===== src/sv/md5de_pkg.sv =====
`timescale 1ns / 1ps

package md5de_pkg;

    typedef struct packed {
        logic       func;
        logic [7:0] data_byte;
    } in_item_t;

    typedef struct packed {
        logic [7:0] digest_byte;
        logic [3:0] byte_index;
        logic       last_byte;
    } out_item_t;

    typedef logic [3:0][31:0] word4_t;

    typedef struct packed {
        logic busy;
        logic done;
    } rnd_stat_t;

    localparam logic FUNC_DATA = 1'b0;
    localparam logic FUNC_END  = 1'b1;

    localparam word4_t CHAIN_INIT = {32'h10325476, 32'h98badcfe, 32'hefcdab89, 32'h67452301};

    localparam logic [7:0] PAD_MARKER = 8'h80;
    localparam logic [5:0] LEN_POS    = 6'd56;

    function automatic logic [31:0] sine_k(input logic [5:0] r);
        logic [31:0] k;
        case (r)
            6'd0:  k = 32'hd76aa478;
            6'd1:  k = 32'he8c7b756;
            6'd2:  k = 32'h242070db;
            6'd3:  k = 32'hc1bdceee;
            6'd4:  k = 32'hf57c0faf;
            6'd5:  k = 32'h4787c62a;
            6'd6:  k = 32'ha8304613;
            6'd7:  k = 32'hfd469501;
            6'd8:  k = 32'h698098d8;
            6'd9:  k = 32'h8b44f7af;
            6'd10: k = 32'hffff5bb1;
            6'd11: k = 32'h895cd7be;
            6'd12: k = 32'h6b901122;
            6'd13: k = 32'hfd987193;
            6'd14: k = 32'ha679438e;
            6'd15: k = 32'h49b40821;
            6'd16: k = 32'hf61e2562;
            6'd17: k = 32'hc040b340;
            6'd18: k = 32'h265e5a51;
            6'd19: k = 32'he9b6c7aa;
            6'd20: k = 32'hd62f105d;
            6'd21: k = 32'h02441453;
            6'd22: k = 32'hd8a1e681;
            6'd23: k = 32'he7d3fbc8;
            6'd24: k = 32'h21e1cde6;
            6'd25: k = 32'hc33707d6;
            6'd26: k = 32'hf4d50d87;
            6'd27: k = 32'h455a14ed;
            6'd28: k = 32'ha9e3e905;
            6'd29: k = 32'hfcefa3f8;
            6'd30: k = 32'h676f02d9;
            6'd31: k = 32'h8d2a4c8a;
            6'd32: k = 32'hfffa3942;
            6'd33: k = 32'h8771f681;
            6'd34: k = 32'h6d9d6122;
            6'd35: k = 32'hfde5380c;
            6'd36: k = 32'ha4beea44;
            6'd37: k = 32'h4bdecfa9;
            6'd38: k = 32'hf6bb4b60;
            6'd39: k = 32'hbebfbc70;
            6'd40: k = 32'h289b7ec6;
            6'd41: k = 32'heaa127fa;
            6'd42: k = 32'hd4ef3085;
            6'd43: k = 32'h04881d05;
            6'd44: k = 32'hd9d4d039;
            6'd45: k = 32'he6db99e5;
            6'd46: k = 32'h1fa27cf8;
            6'd47: k = 32'hc4ac5665;
            6'd48: k = 32'hf4292244;
            6'd49: k = 32'h432aff97;
            6'd50: k = 32'hab9423a7;
            6'd51: k = 32'hfc93a039;
            6'd52: k = 32'h655b59c3;
            6'd53: k = 32'h8f0ccc92;
            6'd54: k = 32'hffeff47d;
            6'd55: k = 32'h85845dd1;
            6'd56: k = 32'h6fa87e4f;
            6'd57: k = 32'hfe2ce6e0;
            6'd58: k = 32'ha3014314;
            6'd59: k = 32'h4e0811a1;
            6'd60: k = 32'hf7537e82;
            6'd61: k = 32'hbd3af235;
            6'd62: k = 32'h2ad7d2bb;
            default: k = 32'heb86d391;
        endcase
        return k;
    endfunction

    function automatic logic [4:0] rot_amt(input logic [5:0] r);
        logic [4:0] s;
        case ({r[5:4], r[1:0]})
            4'd0:  s = 5'd7;
            4'd1:  s = 5'd12;
            4'd2:  s = 5'd17;
            4'd3:  s = 5'd22;
            4'd4:  s = 5'd5;
            4'd5:  s = 5'd9;
            4'd6:  s = 5'd14;
            4'd7:  s = 5'd20;
            4'd8:  s = 5'd4;
            4'd9:  s = 5'd11;
            4'd10: s = 5'd16;
            4'd11: s = 5'd23;
            4'd12: s = 5'd6;
            4'd13: s = 5'd10;
            4'd14: s = 5'd15;
            default: s = 5'd21;
        endcase
        return s;
    endfunction

    // message word schedule, all mod 16
    function automatic logic [3:0] msg_index(input logic [5:0] r);
        logic [3:0] idx;
        case (r[5:4])
            2'd0:    idx = r[3:0];
            2'd1:    idx = 4'd5 * r[3:0] + 4'd1;
            2'd2:    idx = 4'd3 * r[3:0] + 4'd5;
            default: idx = 4'd7 * r[3:0];
        endcase
        return idx;
    endfunction

    function automatic logic [31:0] round_f(input logic [1:0] grp, input logic [31:0] b,
                                            input logic [31:0] c, input logic [31:0] d);
        logic [31:0] f;
        case (grp)
            2'd0:    f = (b & c) | (~b & d);
            2'd1:    f = (d & b) | (~d & c);
            2'd2:    f = b ^ c ^ d;
            default: f = c ^ (b | ~d);
        endcase
        return f;
    endfunction

endpackage


===== src/sv/md5de_round.sv =====
`timescale 1ns / 1ps

module md5de_round (
    input  logic                  clk,
    input  logic                  rst_n,
    input  logic                  start,
    input  md5de_pkg::word4_t     chain,
    input  logic [31:0]           msg_word,
    output logic [3:0]            msg_idx,
    output md5de_pkg::rnd_stat_t  stat,
    output md5de_pkg::word4_t     work
);

    md5de_pkg::word4_t work_reg, work_next;
    logic [31:0] tmp_reg, tmp_next;
    logic [5:0]  rnd_reg, rnd_next;
    logic        phase_reg, phase_next;
    logic        busy_reg, busy_next;
    logic        done_reg, done_next;

    logic [31:0] sum;
    logic [63:0] rot_wide;

    assign msg_idx = md5de_pkg::msg_index(rnd_reg);
    assign work    = work_reg;
    assign stat    = '{busy: busy_reg, done: done_reg};

    // each round: first a + K + M, then b + rotl(tmp + F)
    always_comb
    begin
        sum      = tmp_reg + md5de_pkg::round_f(rnd_reg[5:4], work_reg[1], work_reg[2],
                                                work_reg[3]);
        rot_wide = {sum, sum} << md5de_pkg::rot_amt(rnd_reg);

        work_next  = work_reg;
        tmp_next   = tmp_reg;
        rnd_next   = rnd_reg;
        phase_next = phase_reg;
        busy_next  = busy_reg;
        done_next  = 1'b0;

        if (start)
        begin
            work_next  = chain;
            rnd_next   = '0;
            phase_next = 1'b0;
            busy_next  = 1'b1;
        end
        else if (busy_reg)
        begin
            if (!phase_reg)
            begin
                tmp_next   = work_reg[0] + md5de_pkg::sine_k(rnd_reg) + msg_word;
                phase_next = 1'b1;
            end
            else
            begin
                work_next[0] = work_reg[3];
                work_next[3] = work_reg[2];
                work_next[2] = work_reg[1];
                work_next[1] = work_reg[1] + rot_wide[63:32];
                phase_next   = 1'b0;
                rnd_next     = rnd_reg + 6'd1;
                if (rnd_reg == 6'd63)
                begin
                    busy_next = 1'b0;
                    done_next = 1'b1;
                end
            end
        end
    end

    always_ff @(posedge clk or negedge rst_n)
    begin
        if (!rst_n)
        begin
            rnd_reg   <= '0;
            phase_reg <= 1'b0;
            busy_reg  <= 1'b0;
            done_reg  <= 1'b0;
        end
        else
        begin
            rnd_reg   <= rnd_next;
            phase_reg <= phase_next;
            busy_reg  <= busy_next;
            done_reg  <= done_next;
        end
    end

    always_ff @(posedge clk)
    begin
        work_reg <= work_next;
        tmp_reg  <= tmp_next;
    end

endmodule


===== src/sv/md5_digest_engine_top.sv =====
`timescale 1ns / 1ps

// MD5 digest engine. A data transaction (func 0) stores one byte; the 64th byte of a
// block also starts the 64 rounds, which run through one shared round unit and are
// then folded into the chaining values, with the input not ready meanwhile. An end
// transaction pads one byte per cycle (up to 72 bytes, with one or two blocks of
// rounds in between) and then presents the 16 digest bytes as 16 output
// transactions, byte 0 first, before the next input is taken.

module md5_digest_engine_top (
    input  logic                  clk,
    input  logic                  rst_n,
    input  logic                  item_valid,
    output logic                  item_ready,
    input  md5de_pkg::in_item_t   item,
    output logic                  digest_valid,
    input  logic                  digest_ready,
    output md5de_pkg::out_item_t  digest
);

    localparam logic [1:0] ST_IDLE = 2'd0;
    localparam logic [1:0] ST_PAD  = 2'd1;
    localparam logic [1:0] ST_HASH = 2'd2;
    localparam logic [1:0] ST_OUT  = 2'd3;

    logic [1:0]  state_reg, state_next;
    md5de_pkg::word4_t chain_reg, chain_next;
    logic [60:0] count_reg, count_next;
    logic [5:0]  fill_reg, fill_next;
    logic        pad_reg, pad_next;
    logic        marker_reg, marker_next;
    logic [3:0]  len_cnt_reg, len_cnt_next;
    logic [3:0]  out_idx_reg, out_idx_next;
    logic [31:0] blk_reg [16];

    logic        wr_en;
    logic [7:0]  wr_byte;
    logic        rnd_start;
    logic [3:0]  msg_idx;
    logic [63:0] len_bits;
    logic        zero_pad;
    md5de_pkg::rnd_stat_t rnd_stat;
    md5de_pkg::word4_t    rnd_work;

    md5de_round u_round (
        .clk      (clk),
        .rst_n    (rst_n),
        .start    (rnd_start),
        .chain    (chain_reg),
        .msg_word (blk_reg[msg_idx]),
        .msg_idx  (msg_idx),
        .stat     (rnd_stat),
        .work     (rnd_work)
    );

    assign item_ready   = (state_reg == ST_IDLE) && !rnd_stat.busy;
    assign digest_valid = (state_reg == ST_OUT);
    assign digest.digest_byte = chain_reg[out_idx_reg[3:2]][{out_idx_reg[1:0], 3'b000} +: 8];
    assign digest.byte_index  = out_idx_reg;
    assign digest.last_byte   = (out_idx_reg == 4'd15);

    assign len_bits = {count_reg, 3'b000};
    assign zero_pad = (len_cnt_reg == 4'd0) && (fill_reg != md5de_pkg::LEN_POS);

    always_comb
    begin
        state_next   = state_reg;
        chain_next   = chain_reg;
        count_next   = count_reg;
        fill_next    = fill_reg;
        pad_next     = pad_reg;
        marker_next  = marker_reg;
        len_cnt_next = len_cnt_reg;
        out_idx_next = out_idx_reg;
        wr_en        = 1'b0;
        wr_byte      = item.data_byte;

        case (state_reg)
            ST_IDLE:
            begin
                if (item_valid && item_ready)
                begin
                    if (item.func == md5de_pkg::FUNC_DATA)
                    begin
                        wr_en      = 1'b1;
                        count_next = count_reg + 61'd1;
                    end
                    else
                    begin
                        pad_next    = 1'b1;
                        marker_next = 1'b1;
                        state_next  = ST_PAD;
                    end
                end
            end
            ST_PAD:
            begin
                wr_en = 1'b1;
                if (marker_reg)
                begin
                    wr_byte     = md5de_pkg::PAD_MARKER;
                    marker_next = 1'b0;
                end
                else if (zero_pad)
                begin
                    wr_byte = 8'h00;
                end
                else
                begin
                    wr_byte      = len_bits[{len_cnt_reg[2:0], 3'b000} +: 8];
                    len_cnt_next = len_cnt_reg + 4'd1;
                end
            end
            ST_HASH:
            begin
                if (rnd_stat.done)
                begin
                    for (int i = 0; i < 4; i++)
                    begin
                        chain_next[i] = chain_reg[i] + rnd_work[i];
                    end
                    if (!pad_reg)
                    begin
                        state_next = ST_IDLE;
                    end
                    else if (len_cnt_reg == 4'd8)
                    begin
                        out_idx_next = '0;
                        state_next   = ST_OUT;
                    end
                    else
                    begin
                        state_next = ST_PAD;
                    end
                end
            end
            ST_OUT:
            begin
                if (digest_ready)
                begin
                    out_idx_next = out_idx_reg + 4'd1;
                    if (out_idx_reg == 4'd15)
                    begin
                        chain_next   = md5de_pkg::CHAIN_INIT;
                        count_next   = '0;
                        fill_next    = '0;
                        pad_next     = 1'b0;
                        len_cnt_next = '0;
                        state_next   = ST_IDLE;
                    end
                end
            end
            default:
            begin
                state_next = ST_IDLE;
            end
        endcase

        // block full: run the rounds
        rnd_start = wr_en && (fill_reg == 6'd63);
        if (wr_en)
        begin
            fill_next = fill_reg + 6'd1;
        end
        if (rnd_start)
        begin
            state_next = ST_HASH;
        end
    end

    always_ff @(posedge clk or negedge rst_n)
    begin
        if (!rst_n)
        begin
            state_reg   <= ST_IDLE;
            chain_reg   <= md5de_pkg::CHAIN_INIT;
            count_reg   <= '0;
            fill_reg    <= '0;
            pad_reg     <= 1'b0;
            marker_reg  <= 1'b0;
            len_cnt_reg <= '0;
            out_idx_reg <= '0;
        end
        else
        begin
            state_reg   <= state_next;
            chain_reg   <= chain_next;
            count_reg   <= count_next;
            fill_reg    <= fill_next;
            pad_reg     <= pad_next;
            marker_reg  <= marker_next;
            len_cnt_reg <= len_cnt_next;
            out_idx_reg <= out_idx_next;
        end
    end

    // every byte of a block is written before its rounds run, so no reset needed
    always_ff @(posedge clk)
    begin
        if (wr_en)
        begin
            blk_reg[fill_reg[5:2]][{fill_reg[1:0], 3'b000} +: 8] <= wr_byte;
        end
    end

endmodule


===== config.mk =====
export PLATFORM = sky130hd
export DESIGN_NAME = md5_digest_engine_top
export DESIGN_NICKNAME = d
export VERILOG_FILES = /design/src/sv/md5de_pkg.sv /design/src/sv/md5de_round.sv /design/src/sv/md5_digest_engine_top.sv
export SDC_FILE = /design/constraint.sdc
export NUM_CORES = 2
export LEC_CHECK = 0
export BUFFER_PORTS_ARGS = -buffer_cell sky130_fd_sc_hd__buf_2
export CAP_MARGIN = 25
export CORE_MARGIN = 10
export CORE_UTILIZATION = 28
export DETAILED_ROUTE_END_ITERATION = 8
export GPL_ROUTABILITY_DRIVEN = 0
export GPL_TIMING_DRIVEN = 0
export PLACE_DENSITY = 0.45
export SETUP_SLACK_MARGIN = 0.1
export SLEW_MARGIN = 20
export SYNTH_ARGS = -nofsm -noshare
export SYNTH_HDL_FRONTEND = slang
export SYNTH_SLANG_ARGS = --single-unit

===== constraint.sdc =====
create_clock -name clk -period 14.8 [get_ports clk]
set_input_delay 1.48 -clock clk [delete_from_list [all_inputs] [get_ports clk]]
set_output_delay 1.48 -clock clk [all_outputs]
set_load 0.05 [all_outputs]

# Yosys cells after proc, flatten, opt, wreduce, memory -nomap -nowiden
# Memory sizes are Yosys's and may differ from the RTL's.
# Cells that the tools add are included.
# totals
ff_bits,376
ram_bits,512
romBits,2128
input_bits,13
out_inout_bits,15
word_cells,185
memories,3
# op_classes
add_sub_neg,16
n_mul,3
n_lt_le_gt_ge,1
n_eq_ne,25
shift,5
mux,70
bitwise_logic,14
n_reduce_logical,28
# memory_table
name,depth,width,read_ports,rd_clocked_by_memory_dff,wr,line_no,source
(name not given),64,32,1,0,0,md5de_pkg.sv:33,case (r)
blk_reg,16,32,1,0,1,md5_digest_engine_top.sv:34,logic [31:0] blk_reg [16];
(name not given),16,5,1,0,0,md5de_pkg.sv:104,"case ({r[5:4], r[1:0]})"
# ops
op,count
$mux 128,6
$add 32x32->32,8
$pmux 128 s2,1
$mux 61,4
$mux 32,5
$and 32x32->32,4
$pmux 61 s2,1
$or 32x32->32,3
$pmux 32 s3,1
$xor 32x32->32,3
$bmux 32 s2,1
$not 32->32,2
$shiftx 64x7->8,1
$shl 64x5->64,1
$add 61x1->61 const B,1
$mux 6,7
$mux 4,8
$shift 8x7->32 const A,1
$shiftx 32x6->8,1
$shiftx 8x7->32,1
$mux 8,3
$reduce_and 5->1,4
$mux 1,18
$reduce_bool 2->1,9
other kinds (32),68

# Longest topological paths before layout
# depth
depth_word,10
ltp_mapped,35
depth_no_buf,30

# Modules after synthesis
# A second synthesis with hierarchy kept.
# hier_totals
hier_cells,5046
hier_area_um2,56237.7
# modules_own_cells
module,instances,cells_per_inst,area_each_um2,seq_area_each_um2
md5_digest_engine_top,1,2648,35953.2,20634.8
md5de_round,1,2398,20284.5,5029.8

# Worst setup path before layout
# No wires, ideal clock.
# synth_path
path_kind,register -> register
from,register u_round.rnd_reg[2]
to,"register u_round.tmp_reg[21], data pin"
arrival_ns,7.392
setup_slack_ns,7.130
path_stages_with_launch,29
path_buffers,5
path_cell_list,dfrtp_1 clkbuf_1 inv_1 clkbuf_1 clkbuf_1 ha_1 fa_1 inv_1 mux4_2 clkbuf_1 clkbuf_1 mux2_2 o21ai_0 fa_1 inv_1 ha_1 inv_1 fa_1 nor2b_1 o21ai_0 a21boi_0 o21a_1 o21ai_0 and2_1 o41ai_1 a21oi_1 o21ai_0 a2111o_1 o311ai_0
# synth_between
elab_chain_len,6
elab_cells_between_ends,13
# synth_lines
item,line_no,source
"start, declared",md5de_round.sv:16,"logic [5:0] rnd_reg, rnd_next;"
"start signal, assigned",md5de_round.sv:84,rnd_reg <= rnd_next;
"parallel branches: the longest is 5 deep, another holds $mem_v2 16x32",n/a,
$add 32x32->32 (*),md5de_round.sv:53,tmp_next = work_reg[0] + md5de_pkg::sine_k(rnd_reg) + msg_word;
"end signal, assigned",md5de_round.sv:94,tmp_reg <= tmp_next;
"end, declared",md5de_round.sv:15,"logic [31:0] tmp_reg, tmp_next;"
# Mark *: on every way between the ends. The select of a mux whose other input is x is not followed.
# A chain may end at the register's enable or synchronous reset.

# Worst setup path after layout
# layout_path
from,register u_round.rnd_reg[2]
to,"register u_round.tmp_reg[29], data pin"
# Same word-level chain as after synthesis.

==> run metrics <==
netlist area before placement=55600 µm²; unrepaired setup endpoints after global routing=no; sinks on the clock net=approximately 890; Buf+Inv Stages, Crit Path=9; total overflow reported by the global router=0; end point of the most critical hold path=chain_reg[116]; max FFs per register=around 510; register-to-register setup slack=3970 ps; antenna-violating nets left=0; total nets after synthesis=5491; synthesis-to-finish area growth=13.3%; post-route clock skew=80.1 ps; Max IR drop VDD=0.102 mV; CTS HTree Levels=3; first-pass detailed-route iteration total=9; Ports=28; Leak=23.8 nW; Vert. Die Dim=approximately 470 µm; total number of vias=44200; worst skew pair latency=approximately 780 ps; most frequent cells in the layout=672 x edfxtp_1, 582 x nand2_1, 474 x nor2_1; number of synthesized flops with an enable pin=672; # rows=about 160; maximum number of pins on one net before global-route repair=66; root buffer cell=clkbuf_16; share of the clock period used by the worst path=0.732; width of the die=465 µm; number of failing hold endpoints at the final stage=0; hold wc startpoint=chain_reg[116]; overall fraction of global-route tracks in use=0.193; HPWL after detailed placement=163000 µm; fraction of registers with async set or reset after synthesis=0.243; WL/cell=26.8 µm; worst-path maximum fanout=22; post-DR vias/cell=5.48; initial antenna violation count=9; total setup violations reported at the end of the flow=0; via count of the first global-routing pass=between 40000 and 50000; TritonCTS clock tree=built; total of flip-flops plus latches after synthesis=888; post-placement setup slack=4160 ps; Detailed Route Iter0 Violations=5033; max incr delay on CP=around 800 ps; count of warnings emitted by yosys=0; clock transition time at the flip-flop clock pins of the worst setup and hold paths=60 ps; Floorplan Core Area=197000 µm²; Crit-path slowest cell=o41ai_1; capturing element type of the critical path=register; cell depth of the worst hold path=2; final worst hold slack=526 ps; post-CTS setup repair buffer count=0; number of buffers created by CTS=103; FMAX=92.3 MHz; port buffer count=27; most common flop cell mapped by yosys=edfxtp_1; Total Die Area=around 220000 µm²; violations in the final reports=DRC; power density over the cells=between 200 and 250 nW/µm²; fraction of final layout cells with drive strength greater than 1=0.120; Register-to-Register Path Depth=28; result of the run=complete, but fails checks; worst max-slew margin expressed relative to the limit=0.274; cts repair resizes=0; worst r2r dst=u_round.tmp_reg[29]; Worst Hold Class=reg -> reg; DRC=46; effective utilization at floorplan=0.281; Final min period=10830 ps; leading cell type in the layout, fill and taps excluded=edfxtp_1; final net count=5664; Mapped Avg Cell Area=10.7 µm²; CP Class=reg -> reg; critical path data arrival time=11290 ps; r2r startpoint=u_round.rnd_reg[2]; setup TNS after final layout=0 ps; max capacitance violation total=0; required arrival time at the worst endpoint=~15000 ps; first-pass GRT wire length=just over 300000 µm; cts hold-fix bufs=0; distinct cell type count of the synthesized netlist=103; aggregate routed wire length=216000 µm; worst-case setup margin in the final layout=3970 ps; Worst Tran Pin Value=between 1000 and 1500 ps; Largest delay share family, worst path=compound AO/OA/AOI/OAI gates; Max Buffers Root-to-Sink=3; Pins Over Slew Limit=0; startpoint class of the critical path=register; gate count of the mapped netlist=5170; sequential fraction of the synthesis area=0.462
[synthesized netlist by cell type (42+ instances only)]
cell type / n / area [µm²]
mux4_2: 190 / 4280
o21ai_0: 341 / 1710
nand2_1: 583 / 2190
mux2i_1: 112 / 1120
nor2_1: 491 / 1840
nand3_1: 136 / 681
mux2_2: 53 / 597
xnor2_1: 121 / 1060
dfstp_2: 64 / 1680
or3_1: 43 / 269
a31oi_1: 101 / 632
dfrtp_1: 152 / 3800
nor3_1: 62 / 310
a21o_1: 104 / 781
a211oi_1: 42 / 315
inv_1: 194 / 728
edfxtp_1: 672 / 20200
ha_1: 266 / 3330
clkbuf_1: 196 / 736
fa_1: 42 / 841
a21oi_1: 377 / 1890
xor2_1: 159 / 1390
[how the worst max path moves through the flow]
stage,start,end,cells past startpoint
after floorplan,u_round.rnd_reg[2],u_round.tmp_reg[21],28
after global placement,u_round.rnd_reg[2],u_round.tmp_reg[21],28
after detailed placement,u_round.rnd_reg[2],u_round.tmp_reg[29],28
after CTS,u_round.rnd_reg[2],u_round.tmp_reg[29],28
after global routing,u_round.rnd_reg[2],u_round.tmp_reg[29],28
final,u_round.rnd_reg[2],u_round.tmp_reg[29],28
[per-layer routing]
layer | global-route usage | vias up | wire (µm)
met5 | 0.00395 | - | 125
met4 | 0.0839 | 6 | 11000
met3 | 0.0393 | 520 | 16600
met2 | 0.302 | 1948 | 96700
met1 | 0.256 | 22200 | 92000
li1 | - | 19600 | -
[power by group]
group	internal [W]	leakage (nW)	switching [W]
registers	0.00331	8.90	0.000463
logic	0.00254	13.3	0.00419
clock network	0.00143	1.60	0.00111
[layout make-up]
cell class	count	area (µm²)
clock inverters	41	492
diodes	2	5.00
well taps	2640	3300
fillers	20200	134000
flip-flops and latches	888	25700
repair buffers	68	661
multi-input cells	3812	28100
inverters	198	743
plain buffers	272	1130
clock buffers	154	2860
[tightest hold or removal path: cells and delay by family (launching register included)]
family          cells  cell delay (ps)
flops               1              380
compound gates      1               40
simple gates        1              100
[stage by stage]
| step | instance area (µm²) | instances | util | total power, W |
|---|---|---|---|---|
| 3_3_place_gp | 59000 | 7837 | 0.299 | 0.0103 |
| 4_1_cts | 62800 | 8056 | 0.318 | 0.0130 |
| 3_5_place_dp | 59400 | 7861 | 0.301 | 0.0104 |
| 2_1_floorplan | 55600 | 5170 | - | 0.00824 |
| 6_report | 63000 | 8075 | 0.319 | 0.0131 |
| 5_1_grt | 63000 | 8075 | 0.319 | 0.0139 |
[cell families (layout without fill, tap and decap cells)]
family	after synthesis	in the layout	share of synthesized area
AND/OR/NAND/NOR	1539	1539	0.123
multiplexers	358	358	0.109
buffers and inverters	470	733	0.0336
AO/OA/AOI/OAI	1296	1296	0.148
XOR/XNOR	280	280	0.0441
flip-flops	888	888	0.462
adder cells (fa/ha/maj)	339	339	0.0806
other	0	2	0
No activity file was read; power rests on OpenSTA's default activity.
